<file path="src/rtl/ssdcw_pkg.sv">
`timescale 1ns / 1ps
// Shared types, bus constants and segment encoding for the seven-segment command writer.
// Used by every module of the block; depends on nothing else.

package ssdcw_pkg;

    localparam int DIGIT_COUNT_DEF = 4;

    // Command codes carried in the action field.
    localparam logic [1:0] ACT_NUMBER  = 2'd0;
    localparam logic [1:0] ACT_TIME    = 2'd1;
    localparam logic [1:0] ACT_CONTROL = 2'd2;
    localparam logic [1:0] ACT_CLEAR   = 2'd3;

    localparam logic [7:0] ADDR_CONTROL = 8'h48;
    localparam logic [7:0] ADDR_DIGIT0  = 8'h68;
    localparam logic [7:0] SEG_DP       = 8'h80;

    // Reciprocal of ten: (x * 52429) >> 19 equals x / 10 for every 16-bit x.
    localparam logic [15:0] RECIP10       = 16'd52429;
    localparam int          RECIP10_SHIFT = 19;

    typedef struct packed {
        logic [1:0]  action;
        logic [15:0] number;
        logic        zero_fill;
        logic [4:0]  hours;
        logic [5:0]  minutes;
        logic [7:0]  control_byte;
    } cmd_t;

    typedef struct packed {
        logic [7:0] command_address;
        logic [7:0] segment_data;
        logic       last_write;
    } wr_t;

    // Fields that ride along the digit pipeline untouched.
    typedef struct packed {
        logic [1:0] action;
        logic       lead;
        logic [7:0] ctrl;
        logic [3:0] hr_ten;
        logic [3:0] hr_one;
        logic [3:0] mn_ten;
        logic [3:0] mn_one;
    } info_t;

    function automatic logic [7:0] seg_of(input logic [3:0] d);
        logic [7:0] seg;
        unique case (d)
            4'd0:    seg = 8'h3f;
            4'd1:    seg = 8'h06;
            4'd2:    seg = 8'h5b;
            4'd3:    seg = 8'h4f;
            4'd4:    seg = 8'h66;
            4'd5:    seg = 8'h6d;
            4'd6:    seg = 8'h7d;
            4'd7:    seg = 8'h07;
            4'd8:    seg = 8'h7f;
            4'd9:    seg = 8'h6f;
            default: seg = 8'h00;
        endcase
        return seg;
    endfunction

    // Splits a value below 64 into tens (upper nibble) and units (lower nibble).
    function automatic logic [7:0] split_tens(input logic [5:0] v);
        logic [3:0] t;
        logic [5:0] u;
        if (v >= 6'd60)      t = 4'd6;
        else if (v >= 6'd50) t = 4'd5;
        else if (v >= 6'd40) t = 4'd4;
        else if (v >= 6'd30) t = 4'd3;
        else if (v >= 6'd20) t = 4'd2;
        else if (v >= 6'd10) t = 4'd1;
        else                 t = 4'd0;
        u = v - 6'({t, 3'b000} + {t, 1'b0});
        return {t, u[3:0]};
    endfunction

endpackage

</file>
<file path="src/rtl/ssdcw_digit_pipe.sv">
`timescale 1ns / 1ps
// Digit pipeline: clamps the number, splits hours and minutes, then peels one
// decimal digit per stage. Depends on ssdcw_pkg.

module ssdcw_digit_pipe
    import ssdcw_pkg::*;
#(
    parameter int DIGIT_COUNT = DIGIT_COUNT_DEF
) (
    input  logic                         clk,
    input  logic                         rst_n,
    input  logic                         in_valid,
    output logic                         in_stall,
    input  cmd_t                         cmd,
    output logic                         out_valid,
    input  logic                         out_stall,
    output info_t                        out_info,
    output logic [DIGIT_COUNT-1:0][3:0]  out_digits
);

    localparam int NUM_LIMIT = 10 ** DIGIT_COUNT - 1;
    localparam int REM_W     = $clog2(NUM_LIMIT + 1);
    localparam int STAGES    = DIGIT_COUNT + 1;
    localparam int PROD_W    = REM_W + 16;

    logic [STAGES-1:0]                    valid_reg;
    logic [STAGES-1:0]                    valid_next;
    logic [STAGES:0]                      ready;
    info_t                                info_reg   [STAGES];
    logic [REM_W-1:0]                     rem_reg    [STAGES];
    logic [DIGIT_COUNT-1:0][3:0]          digits_reg [STAGES];

    logic [7:0]       hour_split;
    logic [7:0]       min_split;
    logic [REM_W-1:0] clamped;

    // A stage takes new data when it is empty or its content moves on.
    always_comb
    begin
        ready[STAGES] = !out_stall;
        for (int s = STAGES - 1; s >= 0; s--)
        begin
            ready[s] = !valid_reg[s] || ready[s+1];
        end
    end

    always_comb
    begin
        for (int s = 0; s < STAGES; s++)
        begin
            if (ready[s])
                valid_next[s] = (s == 0) ? in_valid : valid_reg[(s == 0) ? 0 : s - 1];
            else
                valid_next[s] = valid_reg[s];
        end
    end

    always_ff @(posedge clk or negedge rst_n)
    begin
        if (!rst_n)
            valid_reg <= '0;
        else
            valid_reg <= valid_next;
    end

    assign hour_split = split_tens({1'b0, cmd.hours});
    assign min_split  = split_tens(cmd.minutes);
    assign clamped    = (cmd.number > 16'(NUM_LIMIT)) ? REM_W'(NUM_LIMIT)
                                                      : cmd.number[REM_W-1:0];

    always_ff @(posedge clk)
    begin
        if (ready[0] && in_valid)
        begin
            info_reg[0].action <= cmd.action;
            info_reg[0].lead   <= cmd.zero_fill;
            info_reg[0].ctrl   <= cmd.control_byte;
            info_reg[0].hr_ten <= hour_split[7:4];
            info_reg[0].hr_one <= hour_split[3:0];
            info_reg[0].mn_ten <= min_split[7:4];
            info_reg[0].mn_one <= min_split[3:0];
            rem_reg[0]         <= clamped;
            digits_reg[0]      <= '0;
        end
    end

    genvar s;
    generate
        for (s = 1; s < STAGES; s++)
        begin : g_digit
            localparam int POS = DIGIT_COUNT - s;

            logic [PROD_W-1:0]           prod;
            logic [REM_W-1:0]            quot;
            logic [REM_W-1:0]            times10;
            logic [REM_W-1:0]            diff;
            logic [DIGIT_COUNT-1:0][3:0] digits_upd;

            assign prod    = PROD_W'(rem_reg[s-1]) * PROD_W'(RECIP10);
            assign quot    = REM_W'(prod >> RECIP10_SHIFT);
            assign times10 = REM_W'({quot, 3'b000} + {quot, 1'b0});
            assign diff    = rem_reg[s-1] - times10;

            always_comb
            begin
                digits_upd      = digits_reg[s-1];
                digits_upd[POS] = diff[3:0];
            end

            always_ff @(posedge clk)
            begin
                if (ready[s] && valid_reg[s-1])
                begin
                    info_reg[s]   <= info_reg[s-1];
                    rem_reg[s]    <= quot;
                    digits_reg[s] <= digits_upd;
                end
            end
        end
    endgenerate

    assign in_stall   = !ready[0];
    assign out_valid  = valid_reg[STAGES-1];
    assign out_info   = info_reg[STAGES-1];
    assign out_digits = digits_reg[STAGES-1];

`ifndef SYNTHESIS
    // The clamped value stays within the displayable range.
    assert property (@(posedge clk) disable iff (!rst_n)
        valid_reg[0] |-> (rem_reg[0] <= REM_W'(NUM_LIMIT)))
        else $error("clamped number out of range");

    // The first and last digits leaving the pipeline are decimal digits.
    assert property (@(posedge clk) disable iff (!rst_n)
        out_valid |-> (out_digits[0] < 4'd10 && out_digits[DIGIT_COUNT-1] < 4'd10))
        else $error("digit split produced a non-decimal digit");

    // A stalled final stage keeps its digits.
    assert property (@(posedge clk) disable iff (!rst_n)
        (out_valid && out_stall) |=> (out_valid && $stable(out_digits)))
        else $error("final digit stage changed while stalled");
`endif

endmodule

</file>
<file path="src/rtl/ssdcw_writer.sv">
`timescale 1ns / 1ps
// Write sequencer: formats segment bytes for one command and sends them as
// successive two-byte write transactions. Depends on ssdcw_pkg.

module ssdcw_writer
    import ssdcw_pkg::*;
#(
    parameter int DIGIT_COUNT = DIGIT_COUNT_DEF
) (
    input  logic                         clk,
    input  logic                         rst_n,
    input  logic                         in_valid,
    output logic                         in_stall,
    input  info_t                        info,
    input  logic [DIGIT_COUNT-1:0][3:0]  digits,
    output logic                         wr_valid,
    input  logic                         wr_stall,
    output wr_t                          wr
);

    localparam int IDX_W = $clog2(DIGIT_COUNT);

    logic                          valid_reg;
    logic                          valid_next;
    logic [IDX_W-1:0]              idx_reg;
    logic [IDX_W-1:0]              idx_next;
    logic [IDX_W-1:0]              last_idx_reg;
    logic                          ctrl_reg;
    logic [DIGIT_COUNT-1:0][7:0]   data_reg;

    logic [DIGIT_COUNT-1:0][7:0]   fmt_data;
    logic [IDX_W-1:0]              fmt_last;
    logic                          showing;
    logic                          take;
    logic                          is_last;
    logic                          load;

    // Segment bytes for the incoming command.
    always_comb
    begin
        fmt_data = '0;
        fmt_last = IDX_W'(DIGIT_COUNT - 1);
        showing  = info.lead;
        unique case (info.action)
            ACT_NUMBER:
            begin
                for (int i = 0; i < DIGIT_COUNT; i++)
                begin
                    // Leading zeros stay blank unless zero fill is set; the units digit always shows.
                    if (showing || digits[i] != 4'd0 || i == DIGIT_COUNT - 1)
                    begin
                        fmt_data[i] = seg_of(digits[i]);
                        showing     = 1'b1;
                    end
                end
            end
            ACT_TIME:
            begin
                fmt_data[0] = (info.hr_ten != 4'd0) ? seg_of(info.hr_ten) : 8'h00;
                fmt_data[1] = seg_of(info.hr_one) | SEG_DP;
                fmt_data[2] = seg_of(info.mn_ten);
                fmt_data[3] = seg_of(info.mn_one);
            end
            ACT_CONTROL:
            begin
                fmt_data[0] = info.ctrl;
                fmt_last    = '0;
            end
            ACT_CLEAR:
            begin
                fmt_data = '0;
            end
            default:
            begin
                fmt_data = '0;
            end
        endcase
    end

    assign take     = valid_reg && !wr_stall;
    assign is_last  = (idx_reg == last_idx_reg);
    assign in_stall = valid_reg && !(take && is_last);
    assign load     = in_valid && !in_stall;

    always_comb
    begin
        valid_next = valid_reg;
        idx_next   = idx_reg;
        if (load)
        begin
            valid_next = 1'b1;
            idx_next   = '0;
        end
        else if (take)
        begin
            if (is_last)
                valid_next = 1'b0;
            else
                idx_next = idx_reg + 1'b1;
        end
    end

    always_ff @(posedge clk or negedge rst_n)
    begin
        if (!rst_n)
        begin
            valid_reg <= 1'b0;
            idx_reg   <= '0;
        end
        else
        begin
            valid_reg <= valid_next;
            idx_reg   <= idx_next;
        end
    end

    always_ff @(posedge clk)
    begin
        if (load)
        begin
            data_reg     <= fmt_data;
            last_idx_reg <= fmt_last;
            ctrl_reg     <= (info.action == ACT_CONTROL);
        end
    end

    assign wr_valid           = valid_reg;
    assign wr.command_address = ctrl_reg ? ADDR_CONTROL
                                         : 8'(ADDR_DIGIT0 + {idx_reg, 1'b0});
    assign wr.segment_data    = data_reg[idx_reg];
    assign wr.last_write      = is_last;

`ifndef SYNTHESIS
    // The write index never runs past the command's final write.
    assert property (@(posedge clk) disable iff (!rst_n)
        valid_reg |-> (idx_reg <= last_idx_reg))
        else $error("write index beyond last write");

    // A taken transaction that is not the last moves on to the next digit.
    assert property (@(posedge clk) disable iff (!rst_n)
        (take && !is_last) |=> (valid_reg && idx_reg == $past(idx_reg) + 1'b1))
        else $error("write sequence skipped or repeated a digit");

    // A control write is always a single, final transaction.
    assert property (@(posedge clk) disable iff (!rst_n)
        (valid_reg && ctrl_reg) |-> (idx_reg == '0 && is_last))
        else $error("control write not sent alone");
`endif

endmodule

</file>
<file path="src/rtl/seven_segment_display_command_writer.sv">
`timescale 1ns / 1ps
// Top level of the seven-segment display command writer.
// Depends on ssdcw_pkg, ssdcw_digit_pipe and ssdcw_writer.
//
//   Channel  Valid      Stall      Payload   Direction
//   cmd      cmd_valid  cmd_stall  cmd_t     in:  one display command
//   wr       wr_valid   wr_stall   wr_t      out: one two-byte write transaction
//
// Show number, show time and clear each give four write transactions, one per
// cycle from the writer's output register while wr is not stalled; set control
// gives one transaction. The writer loads the next command as the last write
// of the current one is taken. A command passes six register stages (clamp and
// split, one per decimal digit, then the output register). Reset clears only
// valid bits and the write index. A stall on wr holds the current transaction
// and backs up through the pipeline without loss.

module seven_segment_display_command_writer
    import ssdcw_pkg::*;
#(
    parameter int DIGIT_COUNT = DIGIT_COUNT_DEF
) (
    input  logic  clk,
    input  logic  rst_n,
    input  logic  cmd_valid,
    output logic  cmd_stall,
    input  cmd_t  cmd,
    output logic  wr_valid,
    input  logic  wr_stall,
    output wr_t   wr
);

    logic                         pipe_valid;
    logic                         pipe_stall;
    info_t                        pipe_info;
    logic [DIGIT_COUNT-1:0][3:0]  pipe_digits;

    ssdcw_digit_pipe #(
        .DIGIT_COUNT (DIGIT_COUNT)
    ) u_digit_pipe (
        .clk        (clk),
        .rst_n      (rst_n),
        .in_valid   (cmd_valid),
        .in_stall   (cmd_stall),
        .cmd        (cmd),
        .out_valid  (pipe_valid),
        .out_stall  (pipe_stall),
        .out_info   (pipe_info),
        .out_digits (pipe_digits)
    );

    ssdcw_writer #(
        .DIGIT_COUNT (DIGIT_COUNT)
    ) u_writer (
        .clk      (clk),
        .rst_n    (rst_n),
        .in_valid (pipe_valid),
        .in_stall (pipe_stall),
        .info     (pipe_info),
        .digits   (pipe_digits),
        .wr_valid (wr_valid),
        .wr_stall (wr_stall),
        .wr       (wr)
    );

endmodule
</file>
<file path="config.mk">
export PLATFORM = sky130hd
export DESIGN_NAME = seven_segment_display_command_writer
export DESIGN_NICKNAME = d
export VERILOG_FILES = /design/src/rtl/ssdcw_pkg.sv /design/src/rtl/ssdcw_digit_pipe.sv /design/src/rtl/ssdcw_writer.sv /design/src/rtl/seven_segment_display_command_writer.sv
export SDC_FILE = /design/constraint.sdc
export NUM_CORES = 1
export LEC_CHECK = 0
export BUFFER_PORTS_ARGS = -buffer_cell sky130_fd_sc_hd__buf_2
export CAP_MARGIN = 20
export CORE_UTILIZATION = 35
export CTS_BUF_LIST = sky130_fd_sc_hd__clkbuf_8
export CTS_CLUSTER_DIAMETER = 50
export DETAILED_ROUTE_END_ITERATION = 6
export HOLD_SLACK_MARGIN = 0.1
export SYNTH_ARGS = -nofsm -noshare
export SYNTH_HDL_FRONTEND = slang
export SYNTH_SLANG_ARGS = --single-unit
</file>
<file path="constraint.sdc">
create_clock -name clk -period 11.6 [get_ports clk]
set_input_delay 1.16 -clock clk [delete_from_list [all_inputs] [get_ports clk]]
set_output_delay 1.16 -clock clk [all_outputs]
set_load 0.01 [all_outputs]
</file>
==> impl_metrics.tcl <==
set metrics [dict create \
    slew_violations 0 \
    final.setup.tns_ns 0 \
    initial_core_util_pct 35.6 \
    grt_overflow 0 \
    fin_skew_ns 0.0297 \
    n_fill_cell 5349 \
    placed_area_um2 20900 \
    track_usage_pct 13.3 \
    syn_area_um2 19800 \
    critPathTopFamily "adder cells" \
    drt-wirelength-per-cell_um 14.6 \
    ios 61 \
    clk_pin_slew_worst_paths_ns 0.06 \
    design_area_um2 21800 \
    reg2reg_depth 23 \
    crit_path_end "u_digit_pipe.digits_reg[0][43]" \
    antenna_left 0 \
    hold_violations 0 \
    clk_latency_ns 0.61 \
    antenna_found_initial 0 \
    reg2reg_to "u_digit_pipe.digits_reg[0][43]" \
    layout.nets 2310 \
    final_core_util_pct 39.4 \
    cp_slowest_stage_delay_ns 0.56 \
    drive_gt1_share_pct 8.39 \
    die_w_um 240 \
    cts_buffers 44 \
    largest_reg_flops 120 \
    syn_inst 1662 \
    clock_path_buffers 3 \
    cts_resized 0 \
    fin_crit_ns 6.02 \
    crit_top_cell "inv_1" \
    synth-edff-count 236 \
    ys_seq_area_share_pct 36.9 \
    critPathSlowestCell "fa_1" \
    drt_wl_total_um 36900 \
    worst-path-buf-inv 6 \
    rrSetupSlack_ns 5.58 \
    htree_levels 2 \
    crit_path_max_fanout 5 \
    cts.sinks 244 \
    start_kind "flip-flop" \
    ys_ff_latch 244 \
    crit_arrival_ns 6.34 \
    cts_tree "yes" \
    syn_avg_cell_area_um2 11.9 \
    timing.rr.start "u_digit_pipe.rem_reg[0][17]" \
    worstPathCellList "inv_1, ha_1, inv_1, ha_1, fa_1, inv_1, fa_1, inv_1, fa_1, inv_1, fa_1, inv_1, ha_1, o21a_1, o21ai_0, a311oi_1, o21a_1, or2_2, xor2_1, ha_1, a211oi_1, xnor2_1, xnor2_1" \
    drcViolationCount 0 \
    hpwl_um 30600 \
    viasPerCell 4.63 \
    chipHeight_um 240 \
    numPortBuffers 55 \
    grt_max_degree 46 \
    hold_buffers 0 \
    critical_path_depth 23 \
    setup_viol 0 \
    area_delta_synth_final_pct 10.5 \
    ys_types 67 \
    slew_headroom_pct 31.7 \
    post_cts_buffers 0 \
    root_buffer "clkbuf_8" \
    first_global_vias 12135 \
    coreArea_um2 55400 \
    end_kind "flip-flop" \
    grt_pass1_wl_um 60100 \
    path_class "flip-flop to flip-flop" \
    hold_class "input port to async pin" \
    period_share_pct 51.9 \
    timing.fmax_ghz 0.166 \
    fin_cells 2524 \
    rsz0062_at_grt "false" \
    dieArea_um2 57400 \
    worstSetupStartpoint "u_digit_pipe.rem_reg[0][17]" \
    placementRows 86 \
    placed_cells 2441 \
    ys_async_sr_fraction_pct 3.28 \
    worst_pin_slew_ns 1.02 \
    drt_iter0_drc 552 \
    num_antenna_cells 0 \
    dr.pass1.iters 5 \
    ys_warn_count 0 \
    outcome "finished clean" \
    crit_required_ns 11.92 \
    via_count 11693 \
    drv_cap 0 \
    gp_congestion 0.926 \
    synth_ff_type "edfxtp_1" \
]
[routing by layer]
metal | routed length (um) | up-vias | GRT usage, %
met2 | 17200 | 156 | 21.9
li1 | - | 5851 | -
met1 | 17500 | 5635 | 17.6
met3 | 1320 | 51 | 2.62
met5 | 0 | - | 0
met4 | 840 | 0 | 3.90
[metrics by stage]
| step | worst slack [ns] | hold slack (ns) |
|---|---|---|
| after floorplan | 5.93 | 0.400 |
| after global placement | 5.65 | 0.401 |
| after detailed placement | 5.57 | 0.405 |
| after CTS | 5.56 | 0.348 |
| after global routing | 5.11 | 0.363 |
| final | 5.58 | 0.403 |
[synthesized netlist by cell type (4+ instances only)]
cell type / instances / area, um^2
ha_1: 379 / 4740
inv_1: 304 / 1140
edfxtp_1: 236 / 7090
fa_1: 147 / 2940
nor2_1: 74 / 278
a21oi_1: 60 / 300
o21ai_0: 56 / 280
nand2_1: 52 / 195
xnor2_1: 48 / 420
nand2b_1: 30 / 188
clkbuf_1: 21 / 78.8
nor3_1: 20 / 100
and2_1: 19 / 119
nand3_1: 18 / 90.1
nor2b_1: 16 / 100
xor2_1: 15 / 131
a21o_1: 14 / 105
a211oi_1: 11 / 82.6
or2_2: 11 / 68.8
o21a_1: 10 / 75.1
or3_1: 10 / 62.6
o211ai_1: 9 / 67.6
dfrtp_1: 8 / 200
mux4_2: 7 / 158
nand4_1: 7 / 43.8
o22ai_1: 7 / 43.8
buf_4: 6 / 45.0
a31oi_1: 5 / 31.3
mux2i_1: 4 / 40.0
[worst register-to-register path: cells and delay by family (launching register included)]
kind	cells	cell delay (ns)
xor gates and xnor gates	3	0.48
AOI/OAI and AO/OA	5	1.12
buffers and inverters	6	0.33
adders and majority gates	8	3.17
DFF	1	0.46
and+or+nand+nor	1	0.17
[worst min-delay path by stage]
stage / slack [ns] / startpoint / to
detailed placement: 0.40 / u_digit_pipe.digits_reg[0][43] / u_digit_pipe.digits_reg[0][59]
global placement: 0.40 / u_digit_pipe.info_reg[0][92] / u_digit_pipe.info_reg[0][119]
CTS: 0.35 / rst_n / u_writer.idx_reg[0]
global route: 0.36 / rst_n / u_digit_pipe.valid_reg[3]
finish: 0.40 / rst_n / u_writer.idx_reg[0]
floorplan: 0.40 / u_digit_pipe.digits_reg[0][28] / u_digit_pipe.digits_reg[0][44]
[cell usage in the layout (no fill, tap or decap), types with 4 or more instances in the layout]
| master | netlist | final |
|---|---|---|
| inv_1 | 304 | 320 |
| a21oi_1 | 60 | 60 |
| nor2b_1 | 16 | 14 |
| or3_1 | 10 | 10 |
| mux2i_1 | 4 | 4 |
| conb_1 | 2 | 5 |
| a21o_1 | 14 | 14 |
| nand4_1 | 7 | 7 |
| o22ai_1 | 7 | 7 |
| buf_2 | 0 | 56 |
| nor2_1 | 74 | 74 |
| clkbuf_8 | 0 | 46 |
| o21ai_0 | 56 | 56 |
| o21a_1 | 10 | 10 |
| xnor2_1 | 48 | 48 |
| or2_2 | 11 | 11 |
| nand2_1 | 52 | 52 |
| ha_1 | 379 | 379 |
| fa_1 | 147 | 147 |
| o211ai_1 | 9 | 9 |
| nand3_1 | 18 | 18 |
| nand2b_1 | 30 | 30 |
| dfrtp_1 | 8 | 8 |
| xor2_1 | 15 | 15 |
| a31oi_1 | 5 | 5 |
| clkinv_1 | 0 | 6 |
| edfxtp_1 | 236 | 236 |
| nor3_1 | 20 | 20 |
| and2_1 | 19 | 16 |
| mux4_2 | 7 | 7 |
| a211oi_1 | 11 | 11 |
[logic make-up (layout without fill, tap and decap cells)]
kind of cell / after synthesis / after routing / share of synthesized area [%]
AO/OA/AOI/OAI: 207 / 207 / 6.69
XOR/XNOR: 64 / 64 / 2.91
adder cells (fa/ha/maj): 526 / 526 / 38.9
buffers and inverters: 333 / 444 / 6.44
flip-flops: 244 / 244 / 36.9
multiplexers: 12 / 12 / 1.06
other: 2 / 5 / 0.0380
AND/OR/NAND/NOR: 274 / 274 / 7.08
[layout make-up]
cell class              count  area [um^2]  share of cell area, %
clock buffers              46          633                   2.90
multi-input cells        1088        11200                   51.4
well taps                 748          936                   4.29
clock inverters            34          250                   1.15
inverters                 304         1140                   5.23
flip-flops and latches    244         7290                   33.4
repair buffers             60          355                   1.63
Power is not shown: default switching activity piles up to over one toggle a cycle in this logic, so the estimate is an artifact.
